===== src/npt_pkg.sv =====
// ----------------------------------------------------------------------------
// npt_pkg
// shared types and constants for the name and punctuation tokenizer
// ----------------------------------------------------------------------------
package npt_pkg;

   localparam int LINE_BITS   = 24;
   localparam int COLUMN_BITS = 16;

   typedef enum logic [1:0] {
      KIND_NAME  = 2'd0,
      KIND_PUNCT = 2'd1,
      KIND_END   = 2'd2
   } token_kind_type;

   localparam logic [7:0] CHAR_UNDERSCORE = 8'h5F;
   localparam logic [7:0] CHAR_NEWLINE    = 8'h0A;
   localparam logic [7:0] CHAR_SPACE      = 8'h20;
   localparam logic [7:0] CHAR_TAB        = 8'h09;
   localparam logic [7:0] CHAR_VTAB       = 8'h0B;
   localparam logic [7:0] CHAR_FORMFEED   = 8'h0C;
   localparam logic [7:0] CHAR_RETURN     = 8'h0D;

   typedef struct packed {
      token_kind_type         kind;
      logic [7:0]             char_val;
      logic                   last;
      logic [LINE_BITS-1:0]   line;
      logic [COLUMN_BITS-1:0] column;
   } result_type;

   function automatic logic is_space(input logic [7:0] c);
      return (c == CHAR_SPACE) || (c == CHAR_NEWLINE) || (c == CHAR_TAB) ||
             (c == CHAR_VTAB) || (c == CHAR_FORMFEED) || (c == CHAR_RETURN);
   endfunction

   function automatic logic is_name_char(input logic [7:0] c);
      return (c >= 8'h61 && c <= 8'h7A) || (c >= 8'h41 && c <= 8'h5A) ||
             (c >= 8'h30 && c <= 8'h39) || (c == CHAR_UNDERSCORE);
   endfunction

endpackage


===== src/npt_lexer.sv =====
// ----------------------------------------------------------------------------
// npt_lexer
// lexer state and the per-byte step logic, up to two results per request
// ----------------------------------------------------------------------------
module npt_lexer (
   input  logic                clock,
   input  logic                reset,
   input  logic                fire,
   input  logic [7:0]          source_byte,
   input  logic                end_of_input,
   output logic [1:0]          num_results,
   output npt_pkg::result_type res0,
   output npt_pkg::result_type res1
);
   import npt_pkg::*;

   localparam logic [LINE_BITS-1:0]   LINE_MAX   = '1;
   localparam logic [COLUMN_BITS-1:0] COLUMN_MAX = '1;

   logic                   inside_ff, inside_in;
   logic [7:0]             held_ff, held_in;
   logic [LINE_BITS-1:0]   line_ff, line_in, line_adv;
   logic [COLUMN_BITS-1:0] col_ff, col_in, col_adv;
   logic [COLUMN_BITS-1:0] start_ff, start_in;
   logic                   ended_ff, ended_in;
   logic                   name_c, space_c;
   result_type             held_res, punct_res, end_res;

   always_comb begin
      name_c  = is_name_char(source_byte);
      space_c = is_space(source_byte);
      line_adv = line_ff;
      col_adv  = col_ff;
      if (source_byte == CHAR_NEWLINE) begin
         if (line_ff != LINE_MAX) line_adv = line_ff + 1'b1;
         col_adv = '0;
      end else if (col_ff != COLUMN_MAX) begin
         col_adv = col_ff + 1'b1;
      end
   end

   always_comb begin
      held_res.kind     = KIND_NAME;
      held_res.char_val = held_ff;
      held_res.last     = 1'b1;
      held_res.line     = line_ff;
      held_res.column   = start_ff;

      punct_res.kind     = KIND_PUNCT;
      punct_res.char_val = source_byte;
      punct_res.last     = 1'b0;
      punct_res.line     = line_adv;
      punct_res.column   = col_adv;

      end_res.kind     = KIND_END;
      end_res.char_val = '0;
      end_res.last     = 1'b0;
      end_res.line     = line_ff;
      end_res.column   = col_ff;
   end

   always_comb begin
      num_results = 2'd0;
      res0        = held_res;
      res1        = end_res;
      inside_in   = inside_ff;
      held_in     = held_ff;
      line_in     = line_ff;
      col_in      = col_ff;
      start_in    = start_ff;
      ended_in    = ended_ff;
      if (ended_ff) begin
         num_results = 2'd0;
      end else if (end_of_input) begin
         ended_in  = 1'b1;
         inside_in = 1'b0;
         if (inside_ff) begin
            num_results = 2'd2;
         end else begin
            num_results = 2'd1;
            res0        = end_res;
         end
      end else if (inside_ff && name_c) begin
         num_results   = 2'd1;
         res0.last     = 1'b0;
         held_in       = source_byte;
         line_in       = line_adv;
         col_in        = col_adv;
      end else begin
         line_in   = line_adv;
         col_in    = col_adv;
         inside_in = 1'b0;
         if (space_c) begin
            num_results = {1'b0, inside_ff};
         end else if (name_c) begin
            num_results = {1'b0, inside_ff};
            inside_in   = 1'b1;
            held_in     = source_byte;
            start_in    = col_adv;
         end else if (inside_ff) begin
            num_results = 2'd2;
            res1        = punct_res;
         end else begin
            num_results = 2'd1;
            res0        = punct_res;
         end
      end
   end

   always_ff @(posedge clock) begin
      if (reset) begin
         inside_ff <= 1'b0;
         held_ff   <= '0;
         line_ff   <= LINE_BITS'(1);
         col_ff    <= '0;
         start_ff  <= '0;
         ended_ff  <= 1'b0;
      end else if (fire) begin
         inside_ff <= inside_in;
         held_ff   <= held_in;
         line_ff   <= line_in;
         col_ff    <= col_in;
         start_ff  <= start_in;
         ended_ff  <= ended_in;
      end
   end

endmodule


===== src/npt_rsp_fifo.sv =====
// ----------------------------------------------------------------------------
// npt_rsp_fifo
// two-entry result queue, takes up to two results per cycle, gives one
// ----------------------------------------------------------------------------
module npt_rsp_fifo (
   input  logic                clock,
   input  logic                reset,
   input  logic [1:0]          push_count,
   input  npt_pkg::result_type push0,
   input  npt_pkg::result_type push1,
   output logic [1:0]          free_count,
   output logic                out_valid,
   input  logic                out_ready,
   output npt_pkg::result_type out_data
);
   import npt_pkg::*;

   result_type  slot_ff [2];
   logic        wr_ff, wr_in;
   logic        rd_ff, rd_in;
   logic [1:0]  count_ff, count_in;
   logic        pop;

   assign out_valid  = (count_ff != 2'd0);
   assign pop        = out_valid && out_ready;
   assign out_data   = slot_ff[rd_ff];
   assign free_count = 2'd2 - count_ff + {1'b0, pop};

   always_comb begin
      rd_in    = rd_ff ^ pop;
      wr_in    = wr_ff ^ push_count[0];
      count_in = count_ff - {1'b0, pop} + push_count;
   end

   always_ff @(posedge clock) begin
      if (reset) begin
         wr_ff    <= 1'b0;
         rd_ff    <= 1'b0;
         count_ff <= 2'd0;
      end else begin
         wr_ff    <= wr_in;
         rd_ff    <= rd_in;
         count_ff <= count_in;
      end
   end

   always_ff @(posedge clock) begin
      if (push_count != 2'd0) slot_ff[wr_ff] <= push0;
      if (push_count == 2'd2) slot_ff[~wr_ff] <= push1;
   end

endmodule


===== src/name_punct_tokenizer_top.sv =====
// ----------------------------------------------------------------------------
// name_punct_tokenizer_top
// name and punctuation tokenizer, one source byte per request
// ----------------------------------------------------------------------------
// Takes one byte (or an end mark) per cycle into an input register unless
// stalled, steps the lexer state and queues the results in a two-entry output
// queue. Sustained rate is one request per cycle while the consumer is ready;
// a request with two results (a name closed by punctuation, or the end mark
// after a name) sends them one after the other through the single result
// port, so such requests stall the input once the queue holds a backlog.
// Line and column start at 1 and saturate; requests after the end mark
// produce nothing until reset.
// ----------------------------------------------------------------------------
module name_punct_tokenizer_top (
   input  logic                                clock,
   input  logic                                reset,
   input  logic                                req_valid,
   output logic                                req_ready,
   input  logic [7:0]                          req_source_byte,
   input  logic                                req_end_of_input,
   output logic                                rsp_valid,
   input  logic                                rsp_ready,
   output logic [1:0]                          rsp_token_kind,
   output logic [7:0]                          rsp_token_char,
   output logic                                rsp_name_last,
   output logic [npt_pkg::LINE_BITS-1:0]       rsp_token_line,
   output logic [npt_pkg::COLUMN_BITS-1:0]     rsp_token_col
);
   import npt_pkg::*;

   logic       in_valid_ff;
   logic [7:0] in_byte_ff;
   logic       in_eoi_ff;
   logic       fire;
   logic [1:0] num_results, free_count, push_count;
   result_type res0, res1, out_data;

   npt_lexer u_lexer (
      .clock        (clock),
      .reset        (reset),
      .fire         (fire),
      .source_byte  (in_byte_ff),
      .end_of_input (in_eoi_ff),
      .num_results  (num_results),
      .res0         (res0),
      .res1         (res1)
   );

   assign fire       = in_valid_ff && (num_results <= free_count);
   assign push_count = fire ? num_results : 2'd0;
   assign req_ready  = !in_valid_ff || fire;

   always_ff @(posedge clock) begin
      if (reset) begin
         in_valid_ff <= 1'b0;
      end else if (req_valid && req_ready) begin
         in_valid_ff <= 1'b1;
      end else if (fire) begin
         in_valid_ff <= 1'b0;
      end
   end

   always_ff @(posedge clock) begin
      if (req_valid && req_ready) begin
         in_byte_ff <= req_source_byte;
         in_eoi_ff  <= req_end_of_input;
      end
   end

   npt_rsp_fifo u_rsp_fifo (
      .clock      (clock),
      .reset      (reset),
      .push_count (push_count),
      .push0      (res0),
      .push1      (res1),
      .free_count (free_count),
      .out_valid  (rsp_valid),
      .out_ready  (rsp_ready),
      .out_data   (out_data)
   );

   assign rsp_token_kind   = out_data.kind;
   assign rsp_token_char   = out_data.char_val;
   assign rsp_name_last    = out_data.last;
   assign rsp_token_line   = out_data.line;
   assign rsp_token_col    = out_data.column;

endmodule

===== config.mk =====
export PLATFORM = sky130hd
export DESIGN_NAME = name_punct_tokenizer_top
export DESIGN_NICKNAME = d
export VERILOG_FILES = /design/src/npt_pkg.sv /design/src/npt_lexer.sv /design/src/npt_rsp_fifo.sv /design/src/name_punct_tokenizer_top.sv
export SDC_FILE = /design/constraint.sdc
export NUM_CORES = 1
export LEC_CHECK = 0
export ABC_CLOCK_PERIOD_IN_PS = 8200
export BUFFER_PORTS_ARGS = -buffer_cell sky130_fd_sc_hd__buf_2
export CORE_ASPECT_RATIO = 1.4
export CORE_MARGIN = 10
export CORE_UTILIZATION = 50
export CTS_BUF_LIST = sky130_fd_sc_hd__clkbuf_2 sky130_fd_sc_hd__clkbuf_4 sky130_fd_sc_hd__clkbuf_8
export CTS_CLUSTER_SIZE = 30
export DETAILED_ROUTE_END_ITERATION = 8
export PLACE_DENSITY = 0.68
export SETUP_SLACK_MARGIN = 0.2
export SLEW_MARGIN = 0
export SYNTH_ARGS = -nofsm -noshare
export SYNTH_HDL_FRONTEND = slang
export SYNTH_HIERARCHICAL = 1
export SYNTH_SLANG_ARGS = --single-unit

===== constraint.sdc =====
create_clock -name clock -period 8.2 [get_ports clock]
set_input_delay 0.41 -clock clock [delete_from_list [all_inputs] [get_ports clock]]
set_output_delay 0.41 -clock clock [all_outputs]
set_load 0.05 [all_outputs]

==> results.sh, run 1 <==
export IMPL_yosys_area_top_type="edfxtp_1"
export IMPL_drc=0
export IMPL_grt_overflow=0
export IMPL_cts_root_buf="clkbuf_8"
export IMPL_synthFlopType="edfxtp_1"
export IMPL_avgViaCountPerCell=5.75
export IMPL_grtUsageTotal=0.161
export IMPL_synth_top_area_share=0.335
export IMPL_drv_cap=0
export IMPL_clock_skew_final_ns=0.0136
export IMPL_num_rows=61
export IMPL_yosys_top_cells_count="158 x mux2_2, 111 x edfxtp_1, 74 x nand2_1, 71 x dfxtp_1"
export IMPL_io_pins=66
export IMPL_critPathLaunchType="register"
export IMPL_hp_start="req_source_byte[5]"
export IMPL_die_area_um2=26000
export IMPL_hold_class="in2reg"
export IMPL_post_dp_hpwl_um=13500
export IMPL_critPathMaxFanout=34
export IMPL_area_growth_pct=5.88
export IMPL_rsz0062_at_grt="no"
export IMPL_grt_antenna_before_repair=0
export IMPL_synth_enable_flop_cells=111
export IMPL_grt_pass1_wl_um=34300
export IMPL_finalSetupTns_ns=0
export IMPL_cp_buffers_inverters=2
export IMPL_cts_hold_fix_buffers=0
export IMPL_path_clk_slew_ns=0.09
export IMPL_fin_cells=1159
export IMPL_start_util=0.505
export IMPL_ys_seq_area_frac=0.478
export IMPL_coreArea_um2=19700
export IMPL_design_area_um2=10500
export IMPL_ys_ff_latch=182
export IMPL_yosysWarningCount=6
export IMPL_syn_avg_cell_area_um2=11.0
export IMPL_synth_xor_area_frac=0.0238
export IMPL_synth_area_um2=9940
export IMPL_cts_resized=0
export IMPL_drtIter0Drc=640
export IMPL_finish_utilization=0.534
export IMPL_powerDensity_nw_per_um2=251
export IMPL_drive_above_1_share=0.316
export IMPL_synth_compound_area_frac=0.0774
export IMPL_cp_arrival_ns=5.55
export IMPL_synthesis_instances=904
export IMPL_r2r_end="u_rsp_fifo/slot_ff[1][49]"
export IMPL_power_leakage_nw=4.01
export IMPL_cts_inserted_buffers=17
export IMPL_hold_viol=0
export IMPL_num_nets_final=917
export IMPL_crit_slowest_cell="edfxtp_1"
export IMPL_syn_num_nets=927
export IMPL_cts_sinks=182
export IMPL_yosysMostFrequentCell="mux2_2"
export IMPL_vias=6660
export IMPL_clk_latency_ns=0.48
export IMPL_post_cts_buffers=0
export IMPL_grt_max_degree=72
export IMPL_slew_headroom=0.228
export IMPL_detail_route_antenna_nets=0
export IMPL_fillCellCount=1775
export IMPL_worst_slew_pin_slew_ns=1.15
export IMPL_slew_violations=0
export IMPL_clk_path_buf_depth=2
export IMPL_ys_async_sr_fraction=0
export IMPL_post_drt_wl_per_cell_um=18.2
export IMPL_cts_htree_levels=4
export IMPL_cts_tree="yes"
export IMPL_die_x_um=139
export IMPL_end_kind="register"
export IMPL_placed_cell_area_um2=10100
export IMPL_synthMuxAreaShare=0.214
export IMPL_path_delay_family="simple AND/OR/NAND/NOR gates"
export IMPL_critPathMaxStageDelay_ns=0.57
export IMPL_portBuffers=65
export IMPL_period_share=0.648
export IMPL_synthSimpleGateAreaFrac=0.128
export IMPL_path_class="reg2reg"
export IMPL_yosys_cell_types_count=66
export IMPL_rr_startpoint="in_byte_ff[1]"
export IMPL_r2r_slack_ns=2.88
export IMPL_place_congestion=0.905
export IMPL_drt_wl_total_um=21100
export IMPL_dr_pass1_iters=5
export IMPL_die_h_um=187
export IMPL_synth_adder_area_share=0.0126
export IMPL_dp_cells=1127
export IMPL_hold_depth=1
export IMPL_synth_top_family_by_area="multiplexers"
export IMPL_setup_viol=0
export IMPL_min_period_ns=5.32
export IMPL_worstPathCellList="or3_1, a21oi_2, o31a_2, inv_2, ha_1, nor2_1, nand2b_1, or3b_1, nand2_1, ha_1, nand2_1, o21ai_2, and3_1, nand2b_1, nor2_4, buf_4, mux2_2"
export IMPL_crit_required_ns=8.43
export IMPL_holdPathEnd="in_byte_ff[5]"
export IMPL_grt_pass1_vias=6632
export IMPL_yosys_top_cells_area="edfxtp_1 34%, mux2_2 18%, dfxtp_1 14%"
export IMPL_ir_drop_uv=219
export IMPL_r2r_cells=17
export IMPL_antennaDiodeCount=0
export IMPL_fmaxAchievable_mhz=188
export IMPL_status="completed"
## through the flow
step	power, mW	worst slack (ns)	hold slack, ns
6_report	2.64	2.88	0.104
5_1_grt	2.77	2.52	0.0729
4_1_cts	2.68	2.84	0.0739
3_5_place_dp	2.06	2.92	0.483
3_3_place_gp	2.06	3.08	0.470
2_1_floorplan	1.86	3.44	0.459
## state kept, by name, summed over array words and instances (netlist names)
| register | flops |
|---|---|
| u_rsp_fifo/slot_ff | 102 |
| u_lexer/line_ff | 24 |
| u_lexer/col_ff | 16 |
| u_lexer/start_ff | 16 |
| in_byte_ff | 8 |
| u_lexer/held_ff | 8 |
| u_rsp_fifo/count_ff | 2 |
| in_eoi_ff | 1 |
| in_valid_ff | 1 |
| u_lexer/ended_ff | 1 |
| u_lexer/inside_ff | 1 |
| u_rsp_fifo/rd_ff | 1 |
| u_rsp_fifo/wr_ff | 1 |
## cells by family (layout without fill, tap and decap cells)
kind of cell,Yosys count,after routing
adder cells (fa/ha/maj),10,10
AO/OA/AOI/OAI,110,110
flip-flops,182,182
multiplexers,192,192
buffers and inverters,131,134
other,1,1
AND/OR/NAND/NOR,251,251
XOR/XNOR,27,27
## cells in the final DEF (no fill, tap or decap), drive strengths merged, types with 3 or more instances in the layout
cell	synthesis	layout
mux2	166	166
edfxtp	111	111
buf	32	75
nand2	74	74
dfxtp	71	71
nor2	68	68
a21oi	37	37
inv	27	31
mux2i	26	26
o21ai	22	22
clkbuf	72	20
nand3	16	16
xor2	16	16
and3	15	15
nand4	13	13
xnor2	11	11
nor3	11	11
ha	10	10
or3	10	10
nand2b	9	9
a222oi	9	9
and2	8	8
a32oi	8	8
a22oi	7	7
nor4	7	7
a31oi	5	5
and4	5	5
clkinvlp	0	3
clkinv	0	3
nor2b	3	3
nor3b	3	3
o211ai	3	3
## worst max-delay path by stage
stage,from,endpoint,slack [ns],cells past startpoint
after floorplan,in_byte_ff[1],u_rsp_fifo/slot_ff[1][0],3.44,16
after global placement,in_byte_ff[1],u_rsp_fifo/slot_ff[1][46],3.08,17
after detailed placement,in_byte_ff[1],u_rsp_fifo/slot_ff[1][44],2.92,17
after CTS,in_byte_ff[1],u_rsp_fifo/slot_ff[1][50],2.84,17
after global routing,in_byte_ff[1],u_rsp_fifo/slot_ff[1][50],2.52,17
final,in_byte_ff[1],u_rsp_fifo/slot_ff[1][49],2.88,17
## report_power, final
part,leakage (nW),switching (mW),internal [mW]
clock,0.198,0.328,0.289
combinational,2.23,0.635,0.260
sequential,1.58,0.0470,1.08
## worst reg2reg max path, cell delays in order (launching register included)
cell and delay, ns:
edfxtp_1 0.57, or3_1 0.45, a21oi_2 0.17, o31a_2 0.23, inv_2 0.09, ha_1 0.22
nor2_1 0.31, nand2b_1 0.12, or3b_1 0.44, nand2_1 0.11, ha_1 0.25, nand2_1 0.15
o21ai_2 0.08, and3_1 0.24, nand2b_1 0.22, nor2_4 0.46, buf_4 0.55, mux2_2 0.41
## area by class of cell
cell class / instances / area (um2) / area share
Sequential cell: 182 / 4760 / 0.452
Multi-Input combinational cell: 591 / 4550 / 0.432
Timing Repair Buffer: 75 / 400 / 0.0380
Tap cell: 252 / 315 / 0.0300
Clock buffer: 20 / 263 / 0.0250
Clock inverter: 12 / 140 / 0.0133
Inverter: 27 / 101 / 0.00963
## per-layer routing
| metal | GRT usage | wire length, um | up-vias |
|---|---|---|---|
| met2 | 0.291 | 11200 | 142 |
| met5 | 0 | 0 | - |
| li1 | - | - | 3238 |
| met3 | 0.0381 | 920 | 37 |
| met1 | 0.175 | 8440 | 3243 |
| met4 | 0.0684 | 502 | 0 |
No activity file was read; power rests on OpenSTA's default activity.
==> run 2, diff against run 1 <==
ABC_CLOCK_PERIOD_IN_PS = 4850   (was 8200)
PLACE_DENSITY = 0.7   (was 0.68)
clock period = 4.85 ns   (was 8.2 ns; I/O delays follow)
==> results.sh, run 2 (synthesis results as in run 1) <==
export IMPL_grt_pass1_vias=6878
export IMPL_die_h_um=187
export IMPL_slew_headroom=0.313
export IMPL_clock_skew_final_ns=0.0196
export IMPL_path_class="reg2reg"
export IMPL_cts_tree="yes"
export IMPL_status="completed"
export IMPL_grt_max_degree=72
export IMPL_worst_slew_pin_slew_ns=1.02
export IMPL_drv_cap=0
export IMPL_area_growth_pct=8.38
export IMPL_vias=6811
export IMPL_finish_utilization=0.547
export IMPL_critPathMaxStageDelay_ns=0.49
export IMPL_r2r_cells=20
export IMPL_portBuffers=65
export IMPL_top_register="u_rsp_fifo/slot_ff"
export IMPL_post_drt_wl_per_cell_um=18.3
export IMPL_rsz0062_at_grt="no"
export IMPL_cts_htree_levels=4
export IMPL_setup_viol=0
export IMPL_drtIter0Drc=516
export IMPL_crit_slowest_cell="edfxtp_1"
export IMPL_design_area_um2=10800
export IMPL_path_clk_slew_ns=0.11
export IMPL_fin_cells=1185
export IMPL_clk_path_buf_depth=2
export IMPL_fillCellCount=1686
export IMPL_internal_power_mw=2.68
export IMPL_clk_latency_ns=0.48
export IMPL_r2r_slack_ns=0.53
export IMPL_hold_viol=0
export IMPL_coreArea_um2=19700
export IMPL_dr_pass1_iters=6
export IMPL_die_area_um2=26000
export IMPL_grt_pass1_wl_um=35500
export IMPL_post_dp_hpwl_um=13800
export IMPL_dp_cells=1133
export IMPL_cts_root_buf="clkbuf_8"
export IMPL_cts_sinks=182
export IMPL_crit_end="u_lexer/line_ff[12]"
export IMPL_num_nets_final=943
export IMPL_largest_register_ffs=102
export IMPL_period_share=0.891
export IMPL_clock_power_share=0.218
export IMPL_grt_antenna_before_repair=0
export IMPL_place_congestion=0.892
export IMPL_finalSetupTns_ns=0
export IMPL_rr_startpoint="in_byte_ff[5]"
export IMPL_placed_cell_area_um2=10200
export IMPL_critPathLaunchType="register"
export IMPL_p_comb_frac=0.349
export IMPL_r2r_end="u_lexer/line_ff[12]"
export IMPL_power_leakage_nw=4.14
export IMPL_grt_overflow=0
export IMPL_worstPathCellList="a21boi_0, o221ai_1, o31a_2, inv_2, ha_1, nor2_1, nand2b_1, or3b_1, nand2_1, ha_1, nor2b_4, o21ai_2, and2_1, nor3b_4, nand4_1, a31oi_2, buf_4, nor4b_2, xnor2_1, nor2_1"
export IMPL_p_seq_frac=0.433
export IMPL_drt_wl_total_um=21700
export IMPL_fmaxAchievable_mhz=231
export IMPL_net_switching_power_mw=1.77
export IMPL_io_pins=66
export IMPL_slew_violations=0
export IMPL_cp_arrival_ns=4.66
export IMPL_crit_required_ns=5.18
export IMPL_hold_class="in2reg"
export IMPL_num_rows=61
export IMPL_min_period_ns=4.32
export IMPL_drc=0
export IMPL_antennaDiodeCount=0
export IMPL_startpoint="in_byte_ff[5]"
export IMPL_power_mw=4.45
export IMPL_layout_common_cells="158 x mux2_2, 111 x edfxtp_1, 73 x nand2_1, 70 x dfxtp_1, 67 x nor2_1"
export IMPL_layout_commonest_cell="mux2_2"
export IMPL_ir_drop_uv=202
export IMPL_drive_above_1_share=0.328
export IMPL_die_x_um=139
export IMPL_detail_route_antenna_nets=0
export IMPL_avgViaCountPerCell=5.75
export IMPL_swShare=0.397
export IMPL_cts_inserted_buffers=17
export IMPL_powerDensity_nw_per_um2=413
export IMPL_end_kind="register"
export IMPL_top_regs="u_rsp_fifo/slot_ff (102), u_lexer/line_ff (24)"
export IMPL_start_util=0.505
export IMPL_grtUsageTotal=0.164
export IMPL_critPathMaxFanout=7
-- run 2: changes by cell type in the layout (fill, tap and decap cells not counted), sizes merged --
cell	previous run	this run
clkinvlp	3	2
clkinv	3	5
buf	75	91
dlygate4sd3	0	10
clkbuf	20	18
inv	31	34
bufinv	2	0
-- run 2: timing repair --
item	CTS	global route
buffers inserted	0	9
endpoints found under the setup margin	0	90
gates resized for setup	0	5
hold buffers	10	0
hold endpoints to repair	10	0
-- run 2: final cells by class --
cell class	instances	area, um2	area share
Clock buffer	18	241	0.0224
Inverter	27	101	0.00941
Clock inverter	14	119	0.0110
Timing Repair Buffer	101	668	0.0620
Tap cell	252	315	0.0293
Sequential cell	182	4760	0.442
Multi-Input combinational cell	591	4570	0.424
-- run 2: through the flow --
step / worst slack (ns) / hold slack (ns)
4_1_cts: 0.365 / 0.180
2_1_floorplan: 0.373 / 0.312
6_report: 0.528 / 0.192
3_3_place_gp: 0.513 / 0.420
5_1_grt: 0.226 / 0.222
3_5_place_dp: 0.398 / 0.421
-- run 2: worst min path at each step --
stage | startpoint | end | cells after the start | slack, ns
after floorplan | reset | in_valid_ff | 1 | 0.31
after global placement | req_source_byte[7] | in_byte_ff[7] | 1 | 0.42
after detailed placement | req_source_byte[7] | in_byte_ff[7] | 1 | 0.42
after CTS | rsp_ready | u_rsp_fifo/rd_ff | 4 | 0.18
after global routing | rsp_ready | u_rsp_fifo/rd_ff | 4 | 0.22
final | rsp_ready | u_rsp_fifo/rd_ff | 4 | 0.19
-- run 2: critical path: cells and delay by family, from the launching register on --
family / cells / cell delay (ns)
and+or+nand+nor: 10 / 1.79
adders and majority gates: 2 / 0.45
AOI/OAI and AO/OA: 5 / 1.02
DFF: 1 / 0.49
buffers and inverters: 2 / 0.26
xor gates and xnor gates: 1 / 0.15
-- run 2: power groups by stage --
stage | sequential [mW] | clock [mW] | combinational, mW
6_report | 1.93 | 0.971 | 1.55
4_1_cts | 1.93 | 0.998 | 1.56
3_3_place_gp | 1.96 | 0 | 1.54
5_1_grt | 1.95 | 1.06 | 1.65
3_5_place_dp | 1.97 | 0 | 1.54
2_1_floorplan | 1.91 | 0 | 1.23
-- run 2: routing by layer --
metal,wire [um],part of all wire,global-route usage,up-vias
met4,308,0.014,0.0595,0
met5,0,0,0,-
met1,8870,0.41,0.179,3348
li1,-,-,-,3284
met3,912,0.042,0.0282,20
met2,11600,0.53,0.306,159
==> run 3, diff against run 2 <==
REMOVE_ABC_BUFFERS = 1   (was default)
==> results.sh, run 3 (synthesis results as in run 1) <==
export IMPL_status="completed"
export IMPL_dp_cells=1135
export IMPL_holdPathEnd="u_rsp_fifo/rd_ff"
export IMPL_path_depth=17
export IMPL_cts_sinks=182
export IMPL_worst_slew_pin_slew_ns=0.989
export IMPL_r2r_cells=17
export IMPL_critPathLaunchType="register"
export IMPL_num_nets_final=938
export IMPL_cts_htree_levels=4
export IMPL_r2r_slack_ns=0.46
export IMPL_cts_root_buf="clkbuf_8"
export IMPL_clock_skew_final_ns=0.0158
export IMPL_grt_pass1_wl_um=33600
export IMPL_whs_ns=0.239
export IMPL_placed_cell_area_um2=10200
export IMPL_hold_depth=4
export IMPL_drive_above_1_share=0.327
export IMPL_post_drt_wl_per_cell_um=17.6
export IMPL_portBuffers=65
export IMPL_die_x_um=139
export IMPL_drt_wl_total_um=20800
export IMPL_die_h_um=187
export IMPL_power_mw=4.49
export IMPL_path_class="reg2reg"
export IMPL_drv_cap=0
export IMPL_fmaxAchievable_mhz=228
export IMPL_ir_drop_uv=203
export IMPL_avgViaCountPerCell=5.69
export IMPL_path_delay_family="simple AND/OR/NAND/NOR gates"
export IMPL_fin_cells=1180
export IMPL_coreArea_um2=19700
export IMPL_clk_latency_ns=0.47
export IMPL_grtUsageTotal=0.156
export IMPL_power_leakage_nw=4.16
export IMPL_hp_start="rsp_ready"
export IMPL_rsz0062_at_grt="no"
export IMPL_top_regs="u_rsp_fifo/slot_ff (102), u_lexer/line_ff (24)"
export IMPL_worstPathCellList="or3_1, a21oi_2, o31a_2, inv_2, ha_1, nor2_1, nand2b_1, or3b_4, nand2_1, ha_1, nor2b_4, o21ai_2, and3_1, nand2b_1, nor2_4, buf_12, mux2_2"
export IMPL_cp_arrival_ns=4.61
export IMPL_largest_register_ffs=102
export IMPL_setup_viol=0
export IMPL_end_kind="register"
export IMPL_vias=6717
export IMPL_min_period_ns=4.39
export IMPL_num_rows=61
export IMPL_rr_startpoint="in_byte_ff[2]"
export IMPL_post_dp_hpwl_um=13600
export IMPL_clk_path_buf_depth=2
export IMPL_top_register="u_rsp_fifo/slot_ff"
export IMPL_place_congestion=0.889
export IMPL_layout_commonest_cell="mux2_2"
export IMPL_grt_pass1_vias=6526
export IMPL_drtIter0Drc=499
export IMPL_critPathMaxFanout=40
export IMPL_slew_violations=0
export IMPL_critPathMaxStageDelay_ns=0.49
export IMPL_grt_antenna_before_repair=0
export IMPL_dr_pass1_iters=8
export IMPL_crit_required_ns=5.06
export IMPL_path_clk_slew_ns=0.11
export IMPL_area_growth_pct=8.61
export IMPL_io_pins=66
export IMPL_cts_inserted_buffers=17
export IMPL_cts_tree="yes"
export IMPL_hold_class="in2reg"
export IMPL_drc=0
export IMPL_grt_overflow=0
export IMPL_grt_max_degree=72
export IMPL_slew_headroom=0.341
export IMPL_crit_slowest_cell="edfxtp_1"
export IMPL_hold_viol=0
export IMPL_detail_route_antenna_nets=0
export IMPL_period_share=0.905
export IMPL_powerDensity_nw_per_um2=416
export IMPL_antennaDiodeCount=0
export IMPL_die_area_um2=26000
export IMPL_design_area_um2=10800
export IMPL_start_util=0.505
export IMPL_cp_buffers_inverters=2
export IMPL_layout_common_cells="158 x mux2_2, 111 x edfxtp_1, 73 x nand2_1, 70 x dfxtp_1, 67 x nor2_1"
export IMPL_r2r_end="u_rsp_fifo/slot_ff[1][33]"
run 3: cell types whose count changed in the layout (fill, tap and decap cells not counted), sizes merged:
cell      previous run  this run
inv                 34        37
clkinv               5         4
clkinvlp             2         0
buf                 91        86
run 3: layout make-up:
cell class,instances,area (um2)
fill,1768,8900
sequential,182,4760
multi-input combinational,591,4580
timing repair buffer,96,643
tap,252,315
clock buffer,18,248
clock inverter,14,150
inverter,27,101
run 3: worst max path at each step:
stage | slack (ns) | to | start
2_1_floorplan | -0.88 | u_lexer/line_ff[12] | in_byte_ff[1]
3_3_place_gp | 0.47 | u_lexer/line_ff[12] | in_byte_ff[2]
3_5_place_dp | 0.32 | u_lexer/line_ff[12] | in_byte_ff[2]
4_1_cts | 0.30 | u_lexer/line_ff[12] | in_byte_ff[2]
5_1_grt | 0.19 | u_lexer/line_ff[21] | in_byte_ff[2]
6_report | 0.46 | u_rsp_fifo/slot_ff[1][33] | in_byte_ff[2]
run 3: stage by stage:
stage	utilization	setup TNS [ns]	setup WS (ns)
after floorplan	-	-26.84	-0.877
final	0.548	0	0.459
after global routing	0.548	0	0.194
after CTS	0.545	0	0.303
after global placement	0.520	0	0.473
after detailed placement	0.520	0	0.323
run 3: tightest hold or removal path, delay by kind of cell:
| family | cells | cell delay (ns) |
|---|---|---|
| compound gates | 1 | 0.15 |
| xor+xnor | 1 | 0.09 |
| buf+inv | 1 | 0.10 |
| simple gates | 1 | 0.07 |
run 3: what timing repair did:
| action | in CTS | in global routing |
|---|---|---|
| endpoints found under the hold margin | 10 | 0 |
| hold buffers | 10 | 0 |
| gates resized for setup | 0 | 9 |
| setup buffers | 0 | 2 |
| setup endpoints to repair | 0 | 59 |
run 3: per-layer routing:
layer | up-vias | track usage | part of all wire
li1 | 3273 | - | -
met1 | 3273 | 0.177 | 0.41
met2 | 149 | 0.283 | 0.53
met3 | 22 | 0.0279 | 0.034
met4 | 0 | 0.0555 | 0.018
met5 | - | 0 | 0
run 3: power breakdown:
group	internal (mW)	switching, mW
logic	0.479	1.06
registers	1.83	0.105
clock network	0.404	0.616
